### config.mk
export PLATFORM = sky130hd
export DESIGN_NAME = four_pole_lowpass_biquad_cascade_unit_flat
export DESIGN_NICKNAME = d
export VERILOG_FILES = /design/src/rtl/core/flpbc_pkg.sv /design/src/rtl/core/flpbc_in_if.sv /design/src/rtl/core/flpbc_out_if.sv /design/src/rtl/core/four_pole_lowpass_biquad_cascade_unit.sv /design/src/flat_wrapper.sv
export SDC_FILE = /design/constraint.sdc
export NUM_CORES = 2
export LEC_CHECK = 0
export BUFFER_PORTS_ARGS = -buffer_cell sky130_fd_sc_hd__clkbuf_2
export CAP_MARGIN = 10
export CORE_MARGIN = 5
export CORE_UTILIZATION = 61
export DETAILED_ROUTE_END_ITERATION = 8
export PLACE_DENSITY_LB_ADDON = 0.05
export SLEW_MARGIN = 20
export SYNTH_ARGS = -nofsm -noshare
export SYNTH_HDL_FRONTEND = slang
export SYNTH_SLANG_ARGS = --single-unit
### constraint.sdc
create_clock -name clk -period 26.8 [get_ports clk]
set_clock_uncertainty 0.05 [all_clocks]
set_input_delay 4.02 -clock clk [delete_from_list [all_inputs] [get_ports clk]]
set_output_delay 4.02 -clock clk [all_outputs]
set_load 0.005 [all_outputs]
### src/rtl/core/flpbc_pkg.sv
// ---------------------------------------------------------------------------
// flpbc_pkg
// Shared widths, constants and the microprogram of the four-pole low-pass
// biquad cascade.
// ---------------------------------------------------------------------------
package flpbc_pkg;

  localparam int SAMPLE_WIDTH_DEF = 16;

  // Fixed-point layout: coefficients Q3.28, delay registers Q11.28.
  localparam int FRAC      = 28;
  localparam int DW        = 40;   // delay, section input and output width
  localparam int QW        = 44;   // width of one rounded product
  localparam int SW48      = 48;   // width of the delay update sums
  localparam int LO_BITS   = 20;   // low part of a split 40-bit operand
  localparam int MUL_W     = 32;
  localparam int PROD_W    = 2 * MUL_W;
  localparam int ACC_W     = 74;

  localparam logic [MUL_W-1:0] K07 = 32'd187904819;  // 0.7 in Q3.28

  // Configuration port
  localparam int CFG_IDX_W  = 2;
  localparam int CFG_DATA_W = 32;
  localparam logic [CFG_IDX_W-1:0] REG_FF_GAIN   = 2'd0;
  localparam logic [CFG_IDX_W-1:0] REG_FB_FIRST  = 2'd1;
  localparam logic [CFG_IDX_W-1:0] REG_FB_SECOND = 2'd2;

  localparam logic [30:0]        FF_GAIN_RST   = 31'd46830713;
  localparam logic signed [31:0] FB_FIRST_RST  = 32'sd187323388;
  localparam logic signed [31:0] FB_SECOND_RST = -32'sd106209172;

  // Microprogram layout
  localparam int NUM_STEPS  = 25;
  localparam int STEP_W     = $clog2(NUM_STEPS);
  localparam int SECT_LEN   = 10;
  localparam int SECT1_BASE = 4;
  localparam int SECT2_BASE = SECT1_BASE + SECT_LEN;
  localparam int LAST_STEP  = NUM_STEPS - 1;

  typedef enum logic [1:0] {
    SEQ_NEXT,
    SEQ_WAIT_IN,
    SEQ_WAIT_OUT
  } seq_t;

  typedef enum logic [2:0] {
    A_ZERO,
    A_SAMPLE,
    A_X_LO,
    A_X_HI,
    A_Y_LO,
    A_Y_HI
  } a_sel_t;

  typedef enum logic [1:0] {
    B_K07,
    B_GAIN,
    B_FB1,
    B_FB2
  } b_sel_t;

  typedef enum logic [1:0] {
    ACC_HOLD,
    ACC_LOAD_IN,
    ACC_LOAD_FRAC,
    ACC_ADD_HI
  } acc_op_t;

  typedef enum logic [2:0] {
    WB_NONE,
    WB_X_IN,
    WB_FY,
    WB_M1,
    WB_DELAY
  } wb_t;

  typedef struct packed {
    seq_t              seq;
    logic [STEP_W-1:0] target;
    logic              sect;
    a_sel_t            a_sel;
    b_sel_t            b_sel;
    acc_op_t           acc;
    wb_t               wb;
  } ucode_t;

  function automatic ucode_t mk(input seq_t seq, input logic sect, input a_sel_t a,
                                input b_sel_t b, input acc_op_t acc, input wb_t wb);
    ucode_t w;
    w.seq    = seq;
    w.target = '0;
    w.sect   = sect;
    w.a_sel  = a;
    w.b_sel  = b;
    w.acc    = acc;
    w.wb     = wb;
    return w;
  endfunction

  // One control word per step. Each biquad section runs the same ten words;
  // a multiply issued in one step is accumulated in the next.
  function automatic ucode_t ucode(input logic [STEP_W-1:0] s);
    logic              sect;
    logic [STEP_W-1:0] k;
    ucode_t            w;
    sect = (s >= STEP_W'(SECT2_BASE));
    k    = sect ? s - STEP_W'(SECT2_BASE) : s - STEP_W'(SECT1_BASE);
    w    = mk(SEQ_NEXT, 1'b0, A_ZERO, B_GAIN, ACC_HOLD, WB_NONE);
    if (s inside {[SECT1_BASE:LAST_STEP-1]}) begin
      case (k)
        STEP_W'(0): w = mk(SEQ_NEXT, sect, A_X_LO, B_GAIN, ACC_HOLD, WB_NONE);
        STEP_W'(1): w = mk(SEQ_NEXT, sect, A_X_HI, B_GAIN, ACC_LOAD_FRAC, WB_NONE);
        STEP_W'(2): w = mk(SEQ_NEXT, sect, A_ZERO, B_GAIN, ACC_ADD_HI, WB_NONE);
        STEP_W'(3): w = mk(SEQ_NEXT, sect, A_ZERO, B_GAIN, ACC_HOLD, WB_FY);
        STEP_W'(4): w = mk(SEQ_NEXT, sect, A_Y_LO, B_FB1, ACC_HOLD, WB_NONE);
        STEP_W'(5): w = mk(SEQ_NEXT, sect, A_Y_HI, B_FB1, ACC_LOAD_FRAC, WB_NONE);
        STEP_W'(6): w = mk(SEQ_NEXT, sect, A_Y_LO, B_FB2, ACC_ADD_HI, WB_NONE);
        STEP_W'(7): w = mk(SEQ_NEXT, sect, A_Y_HI, B_FB2, ACC_LOAD_FRAC, WB_M1);
        STEP_W'(8): w = mk(SEQ_NEXT, sect, A_ZERO, B_GAIN, ACC_ADD_HI, WB_NONE);
        STEP_W'(9): w = mk(SEQ_NEXT, sect, A_ZERO, B_GAIN, ACC_HOLD, WB_DELAY);
        default:    w = mk(SEQ_NEXT, sect, A_ZERO, B_GAIN, ACC_HOLD, WB_NONE);
      endcase
    end else begin
      case (s)
        STEP_W'(0): w = mk(SEQ_WAIT_IN, 1'b0, A_ZERO, B_K07, ACC_HOLD, WB_NONE);
        STEP_W'(1): w = mk(SEQ_NEXT, 1'b0, A_SAMPLE, B_K07, ACC_HOLD, WB_NONE);
        STEP_W'(2): w = mk(SEQ_NEXT, 1'b0, A_ZERO, B_K07, ACC_LOAD_IN, WB_NONE);
        STEP_W'(3): w = mk(SEQ_NEXT, 1'b0, A_ZERO, B_K07, ACC_HOLD, WB_X_IN);
        STEP_W'(LAST_STEP): begin
          w        = mk(SEQ_WAIT_OUT, 1'b1, A_ZERO, B_GAIN, ACC_HOLD, WB_NONE);
          w.target = '0;
        end
        default:    w = mk(SEQ_NEXT, 1'b0, A_ZERO, B_GAIN, ACC_HOLD, WB_NONE);
      endcase
    end
    return w;
  endfunction

  // Saturate a delay update sum to the 40-bit delay range.
  function automatic logic signed [DW-1:0] sat40(input logic signed [SW48-1:0] v);
    logic signed [DW-1:0] r;
    if (v[SW48-1:DW-1] == '0 || v[SW48-1:DW-1] == '1) begin
      r = v[DW-1:0];
    end else if (v[SW48-1]) begin
      r = {1'b1, {(DW-1){1'b0}}};
    end else begin
      r = {1'b0, {(DW-1){1'b1}}};
    end
    return r;
  endfunction

endpackage

### src/rtl/core/flpbc_in_if.sv
// ---------------------------------------------------------------------------
// flpbc_in_if
// Input sample channel: valid/ready handshake with one signed sample.
// ---------------------------------------------------------------------------
interface flpbc_in_if import flpbc_pkg::*; #(
  parameter int WIDTH = SAMPLE_WIDTH_DEF
);
  logic                    valid;
  logic                    ready;
  logic signed [WIDTH-1:0] in_sample;

  modport source (output valid, output in_sample, input ready);
  modport sink   (input valid, input in_sample, output ready);
endinterface

### src/rtl/core/flpbc_out_if.sv
// ---------------------------------------------------------------------------
// flpbc_out_if
// Output sample channel: valid/ready handshake with one signed sample.
// ---------------------------------------------------------------------------
interface flpbc_out_if import flpbc_pkg::*; #(
  parameter int WIDTH = SAMPLE_WIDTH_DEF
);
  logic                    valid;
  logic                    ready;
  logic signed [WIDTH-1:0] out_sample;

  modport source (output valid, output out_sample, input ready);
  modport sink   (input valid, input out_sample, output ready);
endinterface

### src/rtl/core/four_pole_lowpass_biquad_cascade_unit.sv
// A four-pole low-pass filter made of two identical biquad sections in
// transposed direct form II, run by a 25-step microprogram over one shared
// 32x32 multiplier and a 74-bit accumulator. Each sample runs through the
// steps from its input transfer until its result is registered and the
// sequencer is free again; only then is a new sample taken. The steps hold
// six coefficient products, each over a 40-bit operand taken in two halves,
// plus the input scaling and the delay updates. The result sits in an
// output register, so the next sample is taken while it waits; only when
// that register is still full at the end of the following sample does the
// sequencer hold. Coefficients must be written through the configuration
// port only while the filter is idle; the block does not enforce this.
// ---------------------------------------------------------------------------
// four_pole_lowpass_biquad_cascade_unit
// Microcoded fixed-point cascade of two low-pass biquads with output clip.
// ---------------------------------------------------------------------------
module four_pole_lowpass_biquad_cascade_unit import flpbc_pkg::*; #(
  parameter int SAMPLE_WIDTH = SAMPLE_WIDTH_DEF
) (
  input  logic                  clk,
  input  logic                  rst,
  flpbc_in_if.sink              in_ch,
  flpbc_out_if.source           out_ch,
  input  logic                  cfg_we,
  input  logic [CFG_IDX_W-1:0]  cfg_index,
  input  logic [CFG_DATA_W-1:0] cfg_data
);

  localparam int FB     = SAMPLE_WIDTH - 1;
  localparam int RND_SH = (FB < FRAC) ? FRAC - FB : 1;
  localparam int UP_SH  = (FB > FRAC) ? FB - FRAC : 0;

  localparam logic signed [ACC_W-1:0] RND_FRAC = ACC_W'(1) <<< (FRAC - 1);
  localparam logic signed [ACC_W-1:0] RND_IN   = ACC_W'(1) <<< (FB - 1);
  localparam logic signed [DW-1:0]    ONE      = 40'sh00_1000_0000;
  localparam logic signed [63:0]      SMAX     = (64'sd1 <<< FB) - 64'sd1;
  localparam logic signed [63:0]      SMIN     = -(64'sd1 <<< FB);
  localparam logic signed [63:0]      OUT_RND  = 64'sd1 <<< (RND_SH - 1);

  // Configuration registers
  logic [30:0]        ff_gain;
  logic signed [31:0] fb_first;
  logic signed [31:0] fb_second;

  // Sequencer
  logic [STEP_W-1:0] step;
  logic [STEP_W-1:0] step_next;
  ucode_t            uw;
  logic              in_fire;
  logic              load_out;
  logic              out_valid;

  // Datapath
  logic signed [SAMPLE_WIDTH-1:0] sample;
  logic signed [MUL_W-1:0]        op_a;
  logic signed [MUL_W-1:0]        op_b;
  logic signed [PROD_W-1:0]       prod;
  logic signed [ACC_W-1:0]        acc;
  logic signed [QW-1:0]           q_val;
  logic signed [DW-1:0]           x;
  logic signed [DW-1:0]           y;
  logic signed [QW-1:0]           f;
  logic signed [QW-1:0]           m1;
  logic signed [DW-1:0]           da [2];
  logic signed [DW-1:0]           db [2];
  logic signed [DW-1:0]           y_clip;
  logic signed [63:0]             o_wide;
  logic signed [SAMPLE_WIDTH-1:0] out_value;
  logic signed [SAMPLE_WIDTH-1:0] out_sample;

  always_ff @(posedge clk) begin
    if (rst) begin
      ff_gain   <= FF_GAIN_RST;
      fb_first  <= FB_FIRST_RST;
      fb_second <= FB_SECOND_RST;
    end else if (cfg_we) begin
      case (cfg_index)
        REG_FF_GAIN:   ff_gain   <= cfg_data[30:0];
        REG_FB_FIRST:  fb_first  <= $signed(cfg_data);
        REG_FB_SECOND: fb_second <= $signed(cfg_data);
        default: ;
      endcase
    end
  end

  assign uw          = ucode(step);
  assign in_ch.ready = (uw.seq == SEQ_WAIT_IN);
  assign in_fire     = in_ch.valid && in_ch.ready;
  assign load_out    = (uw.seq == SEQ_WAIT_OUT) && (!out_valid || out_ch.ready);

  always_comb begin
    step_next = step;
    case (uw.seq)
      SEQ_WAIT_IN:  if (in_ch.valid) step_next = step + STEP_W'(1);
      SEQ_WAIT_OUT: if (load_out) step_next = uw.target;
      SEQ_NEXT:     step_next = step + STEP_W'(1);
      default:      step_next = '0;
    endcase
  end

  always_ff @(posedge clk) begin
    if (rst) begin
      step      <= '0;
      out_valid <= 1'b0;
    end else begin
      step <= step_next;
      if (load_out) begin
        out_valid <= 1'b1;
      end else if (out_ch.ready) begin
        out_valid <= 1'b0;
      end
    end
  end

  // Operand selection: a 40-bit value enters the multiplier as an unsigned
  // low half and a signed high half, recombined in the accumulator.
  always_comb begin
    case (uw.a_sel)
      A_SAMPLE: op_a = MUL_W'(sample);
      A_X_LO:   op_a = $signed(MUL_W'(x[LO_BITS-1:0]));
      A_X_HI:   op_a = MUL_W'($signed(x[DW-1:LO_BITS]));
      A_Y_LO:   op_a = $signed(MUL_W'(y[LO_BITS-1:0]));
      A_Y_HI:   op_a = MUL_W'($signed(y[DW-1:LO_BITS]));
      default:  op_a = '0;
    endcase
    case (uw.b_sel)
      B_K07:   op_b = $signed(K07);
      B_GAIN:  op_b = $signed({1'b0, ff_gain});
      B_FB1:   op_b = fb_first;
      B_FB2:   op_b = fb_second;
      default: op_b = '0;
    endcase
  end

  assign q_val = QW'(acc >>> FRAC);

  always_ff @(posedge clk) begin
    if (in_fire) begin
      sample <= SAMPLE_WIDTH'(in_ch.in_sample);
    end
    prod <= op_a * op_b;
    case (uw.acc)
      ACC_LOAD_IN:   acc <= ACC_W'(prod) + RND_IN;
      ACC_LOAD_FRAC: acc <= ACC_W'(prod) + RND_FRAC;
      ACC_ADD_HI:    acc <= acc + (ACC_W'(prod) <<< LO_BITS);
      default: ;
    endcase
    case (uw.wb)
      WB_X_IN: x <= DW'(acc >>> FB);
      WB_FY: begin
        f <= q_val;
        y <= sat40(SW48'(q_val) + SW48'(da[uw.sect]));
      end
      WB_M1: m1 <= q_val;
      WB_DELAY: begin
        x <= y;
      end
      default: ;
    endcase
  end

  // Delay registers reset to zero and change only at the end of a section.
  always_ff @(posedge clk) begin
    if (rst) begin
      da[0] <= '0;
      da[1] <= '0;
      db[0] <= '0;
      db[1] <= '0;
    end else if (uw.wb == WB_DELAY) begin
      da[uw.sect] <= sat40(SW48'(db[uw.sect]) + (SW48'(f) <<< 1) + SW48'(m1));
      db[uw.sect] <= sat40(SW48'(f) + SW48'(q_val));
    end
  end

  // Clip to full scale, then bring to the sample format.
  always_comb begin
    if (y > ONE) begin
      y_clip = ONE;
    end else if (y < -ONE) begin
      y_clip = -ONE;
    end else begin
      y_clip = y;
    end
    if (FB < FRAC) begin
      o_wide = (64'(y_clip) + OUT_RND) >>> RND_SH;
    end else if (FB == FRAC) begin
      o_wide = 64'(y_clip);
    end else begin
      o_wide = 64'(y_clip) <<< UP_SH;
    end
    if (o_wide > SMAX) begin
      out_value = SAMPLE_WIDTH'(SMAX);
    end else if (o_wide < SMIN) begin
      out_value = SAMPLE_WIDTH'(SMIN);
    end else begin
      out_value = SAMPLE_WIDTH'(o_wide);
    end
  end

  always_ff @(posedge clk) begin
    if (load_out) begin
      out_sample <= out_value;
    end
  end

  assign out_ch.valid      = out_valid;
  assign out_ch.out_sample = out_sample;

`ifndef NO_ASSERTIONS
  a_accept_starts: assert property (@(posedge clk) disable iff (rst)
    in_fire |=> step == STEP_W'(1))
    else $error("input transfer did not start the microprogram");

  a_out_from_last: assert property (@(posedge clk) disable iff (rst)
    $rose(out_valid) |-> $past(step) == STEP_W'(LAST_STEP))
    else $error("output became valid outside the final step");

  a_step_range: assert property (@(posedge clk) disable iff (rst)
    step <= STEP_W'(LAST_STEP))
    else $error("step counter beyond the microprogram");

  a_delay_idle: assert property (@(posedge clk) disable iff (rst)
    step == '0 |=> $stable(da[0]) && $stable(da[1]) && $stable(db[0]) && $stable(db[1]))
    else $error("delay registers changed while idle");
`endif

endmodule

### src/flat_wrapper.sv
// flat-port wrapper written by rule: the top's interface ports become plain ports
module four_pole_lowpass_biquad_cascade_unit_flat import flpbc_pkg::*;
#(
  parameter int SAMPLE_WIDTH = SAMPLE_WIDTH_DEF
)
  (clk, rst, cfg_we, cfg_index, cfg_data, in_ch_valid, in_ch_in_sample, in_ch_ready, out_ch_valid, out_ch_out_sample, out_ch_ready);
  flpbc_in_if #(.WIDTH((SAMPLE_WIDTH_DEF))) in_ch_i ();
  flpbc_out_if #(.WIDTH((SAMPLE_WIDTH_DEF))) out_ch_i ();
  input  logic clk;
  input  logic rst;
  input  logic cfg_we;
  input  logic [CFG_IDX_W-1:0] cfg_index;
  input  logic [CFG_DATA_W-1:0] cfg_data;
  input wire logic [$bits(in_ch_i.valid)-1:0] in_ch_valid;
  input wire logic [$bits(in_ch_i.in_sample)-1:0] in_ch_in_sample;
  output wire logic [$bits(in_ch_i.ready)-1:0] in_ch_ready;
  output wire logic [$bits(out_ch_i.valid)-1:0] out_ch_valid;
  output wire logic [$bits(out_ch_i.out_sample)-1:0] out_ch_out_sample;
  input wire logic [$bits(out_ch_i.ready)-1:0] out_ch_ready;
  assign in_ch_i.valid = in_ch_valid;
  assign in_ch_i.in_sample = in_ch_in_sample;
  assign in_ch_ready = in_ch_i.ready;
  assign out_ch_valid = out_ch_i.valid;
  assign out_ch_out_sample = out_ch_i.out_sample;
  assign out_ch_i.ready = out_ch_ready;
  four_pole_lowpass_biquad_cascade_unit #(.SAMPLE_WIDTH(SAMPLE_WIDTH)) u_core (.clk(clk), .rst(rst), .in_ch(in_ch_i), .out_ch(out_ch_i), .cfg_we(cfg_we), .cfg_index(cfg_index), .cfg_data(cfg_data));
endmodule
======== Yosys cells after proc, flatten, opt, wreduce, memory -nomap -nowiden ========
Memory sizes are Yosys's and may differ from the RTL's.
Cells that the tools add are included.
storage, ports and cells
  memories kept ........................... 2
  input bits .............................. 55
  register bits ........................... 439
  output and inout bits ................... 18
  bits in writable memories ............... 160
  word-level logic and storage cells ...... 134
cells by class
  add/sub/neg operators ................... 11
  equal/unequal tests ..................... 37
  multiplexer cells ....................... 37
  reductions and logical operators ........ 26
  multiply operators ...................... 1
  magnitude comparators ................... 7
memories
  name       words  bits a word  rd ports  clocked after memory_dff  write ports  line                                         text
  u_core.da  2      40           1         0                         2            four_pole_lowpass_biquad_cascade_unit.sv:63  logic signed [DW-1:0] da [2];
  u_core.db  2      40           1         0                         2            four_pole_lowpass_biquad_cascade_unit.sv:64  logic signed [DW-1:0] db [2];
operators by type and width
  operator                  count
  $mux W40                  14
  $pmux W74 S3              1
  $pmux W32 S5              1
  $pmux W32 S4              1
  $pmux W10 S9              1
  $pmux W18 S5              1
  $pmux W40 S2              1
  $reduce_or A40 Y1         2
  $add A74 B74 Y74          1
  $add A64 B16 Y65 const B  1
  $add A64 B29 Y65 const B  1
  $mul A32 B32 Y64          1
  $add A46 B44 Y47          1
  $add A40 B45 Y46          1
  $add A44 B40 Y45          1
  $add A44 B44 Y45          1
  $add A40 B14 Y41 const B  1
  $gt A40 B30 Y1 const B    1
  $lt A40 B29 Y1 const B    1
  $gt A28 B16 Y1 const B    1
  $lt A28 B16 Y1 const B    1
  $eq A9 B9 Y1 const B      3
  $logic_not A9 Y1          3
  $eq A5 B2 Y1 const B      4
  other kinds (31)          74

======== Longest topological paths before layout ========
An unclocked memory read counts as a cell.
  depth in word-level cells ............... 15
  gate-level depth with buffers ........... 49
  mapped depth without buffers ............ 42

======== Worst setup path before layout ========
OpenSTA, ideal clock, no wires.
  path type ............................... register to register
  start ................................... reg u_core.step[0]
  end ..................................... reg u_core.prod[49]
  arrival time ............................ 10,339 ps
  path buffers ............................ 7
  stages on the path, launching flop included .. 45
  setup time .............................. 127 ps
  period minus slack after synthesis ...... 10,516 ps
  path slack .............................. 16,284 ps
  path through ............................ dfxtp_1 > buf_2 > inv_1 > ha_1 > a21oi_2 > a21boi_2 > xnor2_1 > buf_2 > nor2b_1 > nor2_1 > or2_2 > clkbuf_1 > buf_2 > buf_4 > nand2_1 > a21oi_1 > a211oi_2 > buf_2 > (+9 left out) > fa_1 > inv_1 > fa_1 > inv_1 > ha_1 > clkbuf_1 > a21oi_1 > o21ai_0 > a21oi_1 > nor2_1 > a311o_1 > a22oi_1 > nand2_1 > a31o_2 > a21o_1 > a31oi_1 > nor4b_1 > or3_1
between the ends
  longest elaborated chain between the ends .. 9
  elaborated cells between the ends (all ways) .. 38
  classes of those cells .................. 2 x add/sub; 1 x mul; 3 x order compare; 21 x eq/ne; 6 x mux; 5 x reduce/logical
RTL lines
  what                                          line                                                                                        text
  from (decl)                                   four_pole_lowpass_biquad_cascade_unit.sv:45                                                 logic [STEP_W-1:0] step;
  from (signal assigned)                        four_pole_lowpass_biquad_cascade_unit.sv:105                                                step <= step_next;
  $sub A5 B3 Y5, or another cell as far along   flpbc_pkg.sv:108                                                                            k = sect ? s - STEP_W'(SECT2_BASE) : s - STEP_W'(SECT1_BASE);
  $mux W5                                       flpbc_pkg.sv:108
  $eq A5 B2 Y1 or $eq A5 B4 Y1 (tied branches)  flpbc_pkg.sv:111                                                                            case (k)
  $reduce_or A2 Y1 (no line)                    --
  $pmux W10 S9                                  flpbc_pkg.sv:111
  $mux W18 *                                    flpbc_pkg.sv:110                                                                            if (s inside {[SECT1_BASE:LAST_STEP-1]}) begin
  $eq A3 B3 Y1, or another cell as far along    four_pole_lowpass_biquad_cascade_unit.sv:117                                                case (uw.a_sel)
  $pmux W32 S5 or $pmux W32 S4 (tied branches)  four_pole_lowpass_biquad_cascade_unit.sv:117, four_pole_lowpass_biquad_cascade_unit.sv:125
  $mul A32 B32 Y64 *                            four_pole_lowpass_biquad_cascade_unit.sv:140                                                prod <= op_a * op_b;
  to (signal assigned)                          four_pole_lowpass_biquad_cascade_unit.sv:140
  to (decl)                                     four_pole_lowpass_biquad_cascade_unit.sv:56                                                 logic signed [PROD_W-1:0] prod;
Mark *: on every way between the ends. The rest lies on a longest branch, timed or not.
A chain may end at the register's enable or synchronous reset.

======== Worst setup path in the final report ========
  start ................................... reg u_core.step[0]
  end ..................................... reg u_core.prod[60]
Same word-level chain as after synthesis.

==> qor.csv <==
stage;metric;value;unit
grt;antenna_found_initial;12;
worst_setup_path;slowest_delay;780;ps
grt;grt_util_met1;45.5;%
sta;worst_pin_slew;1190;ps
grt;grt_use_met3;7.28;%
place;portBuffers;72;
clocking;cts-root-buf;clkbuf_16;
logic_synthesis;yosys_warnings;0;
logic_synthesis;yosys_most_used_dff;edfxtp_1;
place;gp_congestion;1.03;
sta;min_period;12420;ps
logic_synthesis;muxShareOfSynthArea;2.65;%
worst_setup_path;worstPathArrival;12910;ps
logic_synthesis;syn-cell-area;0.0625;mm^2
min_path;hold_path_class;flop to flop;
grt;grt-ovfl-total;0;
drt;finalWirelength;199000;um
clocking;clk_pin_slew_worst_paths;80;ps
drt;routedWlPerCell;24.9;um
clocking;clock_path_buffers;3;
sta;hold_viol;0;
die;num_rows;117;
die;core;0.102;mm^2
worst_setup_path;cp.required;27280;ps
grt;grt_max_degree;96;
drt;vias;48873;
logic_synthesis;synth_top_family_by_area;adder cells;
logic_synthesis;synthCells;6604;
run;cap_violations;0;
drt;final_antenna_net_count;0;
worst_setup_path;ff2ff_setup_slack;14380;ps
die;io_pins;73;
sta;tns;0;ps
finish;nets;7795;
worst_setup_path;worstSetupPathType;flop to flop;
min_path;holdPathEnd;u_core.fb_first[10];
clocking;cts_buffers;68;
min_path;hp-start;u_core.fb_first[10];
die;initial_core_util;61.5;%
logic_synthesis;synth_most_common_cell;inv_1;
grt;grt_pass1_vias;50008;
logic_synthesis;synth_top_area_share;26.6;%
sta;relSlewSlack;20.7;%
clocking;cts_setup_buffers;0;
die;die-area;0.109;mm^2
worst_setup_path;r2r-start;u_core.step[0];
worst_setup_path;slowest_stage;a211o_1;
worst_setup_path;r2r_end;u_core.prod[60];
logic_synthesis;ys_seq_area_share;25.3;%
logic_synthesis;synth_top_area_cell;fa_1;
sta;fin_hold_ws;404;ps
logic_synthesis;synth-async-reset-ratio;0;%
sta;rsz0062_at_grt;no;
worst_setup_path;cp-end-kind;flop;
clocking;numClockSinks;582;
logic_synthesis;synth.distinct_cells;105;
clocking;ctsHoldBuffers;0;
min_path;holdPathStages;2;
worst_setup_path;path_common_cell;fa_1;
clocking;clk_latency;670;ps
drt;drt_iter0_drc;4358;
logic_synthesis;yosys_register_bits;582;
logic_synthesis;synth_fp_nets;7865;
sta;finalCritPeriodShare;46.4;%
drt;drc_errors;0;
logic_synthesis;synthTopCellsByCount;989 x inv_1, 832 x fa_1, 741 x nand2_1;
worst_setup_path;crit_path_start_kind;flop;
grt;met2_usage;59.9;%
logic_synthesis;avgSynthCellArea;9.47;um^2
outcome;status;complete, no violations;
drt;route.detailed.vias_per_inst;6.14;
clocking;cts-htree-levels;3;
clocking;post_cts_resized;0;
logic_synthesis;yosys.area_share.simple;13.1;%
finish;layout-drive-gt1-share;7.33;%
sta;max_freq;80.5;MHz
sta;slew_viol_final;0;
grt;track_usage;36.5;%
logic_synthesis;synth-adder-area-share;34.1;%
grt;busiest_layer;met2;
worst_setup_path;cp_max_fo;40;
sta;setup_viol;0;
worst_setup_path;cp-startpoint;u_core.step[0];
logic_synthesis;synth_xor_area_share;3.85;%
clocking;cts_tree;done;
die;die_h;330;um
logic_synthesis;synth_area_leaders;fa_1 27%, edfxtp_1 20%, ha_1 7.5%, inv_1 5.9%, dfxtp_1 5.3%;
finish;fin_util;65.4;%
finish;synthToLayoutAreaGrowth;6.43;%
place;place_hpwl;154000;um
logic_synthesis;synth_edf_count;417;
worst_setup_path;r2r_cells;40;
logic_synthesis;synth_compound_area_share;12.9;%
drt;first_pass_iters;7;
die;die_w;330;um
grt;grt_pass1_wl;300000;um
==> per-stage QoR <==
| stage | instances | setup slack (ps) | cell area (um^2) |
|---|---|---|---|
| finish | 7964 | 14380 | 66500 |
| CTS | 7958 | 14470 | 66500 |
| floorplan | 6604 | 16280 | 62500 |
| detailed placement | 7832 | 14460 | 64300 |
| global route | 7961 | 13740 | 66500 |
| global placement | 7832 | 14600 | 64300 |
==> worst max-delay path: cells and delay by family (launching register included) <==
| family | cells | cell delay, ps |
|---|---|---|
| fa+ha+maj | 10 | 4650 |
| flops | 1 | 530 |
| buf+inv | 6 | 450 |
| compound gates | 14 | 4210 |
| simple gates | 10 | 2390 |
==> metal layers <==
metal | share of wire [%] | vias to the layer above
met5 | 0.021 | -
met4 | 7.0 | 6
met3 | 8.3 | 603
met2 | 47 | 2252
met1 | 38 | 24363
li1 | - | 21649
==> kinds of logic (layout without fill, tap and decap cells) <==
| logic type | Yosys count | in the layout |
|---|---|---|
| AO/OA/AOI/OAI | 1271 | 1271 |
| XOR/XNOR | 274 | 274 |
| adder cells (fa/ha/maj) | 1206 | 1206 |
| buffers and inverters | 1302 | 1288 |
| flip-flops | 582 | 582 |
| multiplexers | 155 | 155 |
| other | 0 | 6 |
| AND/OR/NAND/NOR | 1814 | 1814 |
==> how the worst max path moves through the flow <==
stage,cells after the start,end,slack (ps)
after floorplan,44,u_core.prod[49],16280
after global placement,37,u_core.prod[59],14600
after detailed placement,37,u_core.prod[59],14460
after CTS,37,u_core.prod[59],14470
after global routing,37,u_core.prod[59],13740
final,40,u_core.prod[60],14380
==> cells in the final DEF (no fill, tap or decap), drive strengths merged, types with 11 or more instances in the layout <==
cell,n
mux2i,73
xor2,140
edfxtp,417
or3,18
ha,374
o21a,34
nand2b,59
or2,22
a211o,24
nand4,58
o22ai,36
a21o,170
nor4,19
and3,45
a211oi,59
a21oi,392
a31oi,51
o21ai,327
clkinv,23
nand3,81
nand2,741
nor2,546
and2,59
inv,997
and4,13
mux2,82
o211ai,25
nand3b,53
clkbuf,160
nor2b,25
dfxtp,165
nor3,50
xnor2,134
buf,100
fa,832
o21bai,32
o31ai,11
==> sequential cells by signal, summed over array words and instances (netlist names) <==
name                      cells
u_core.out_ch.out_sample     16
u_core.db                    80
u_core.out_ch.valid           1
u_core.sample                16
u_core.m1                    44
u_core.fb_second             32
u_core.fb_first              32
u_core.da                    80
u_core.x                     40
u_core.acc                   57
u_core.y                     40
u_core.f                     44
u_core.step                   5
u_core.ff_gain               31
u_core.prod                  64
==> area by class of cell <==
cell class	count	area (um^2)
clock inverter	37	435
sequential	582	15800
fill	8447	35200
multi-input combinational	4720	41900
timing repair buffer	171	1110
inverter	991	3720
tap	1368	1710
antenna	6	15.0
clock buffer	89	1840
Power is not shown: default switching activity piles up to over one toggle a cycle in this logic, so the estimate is an artifact.
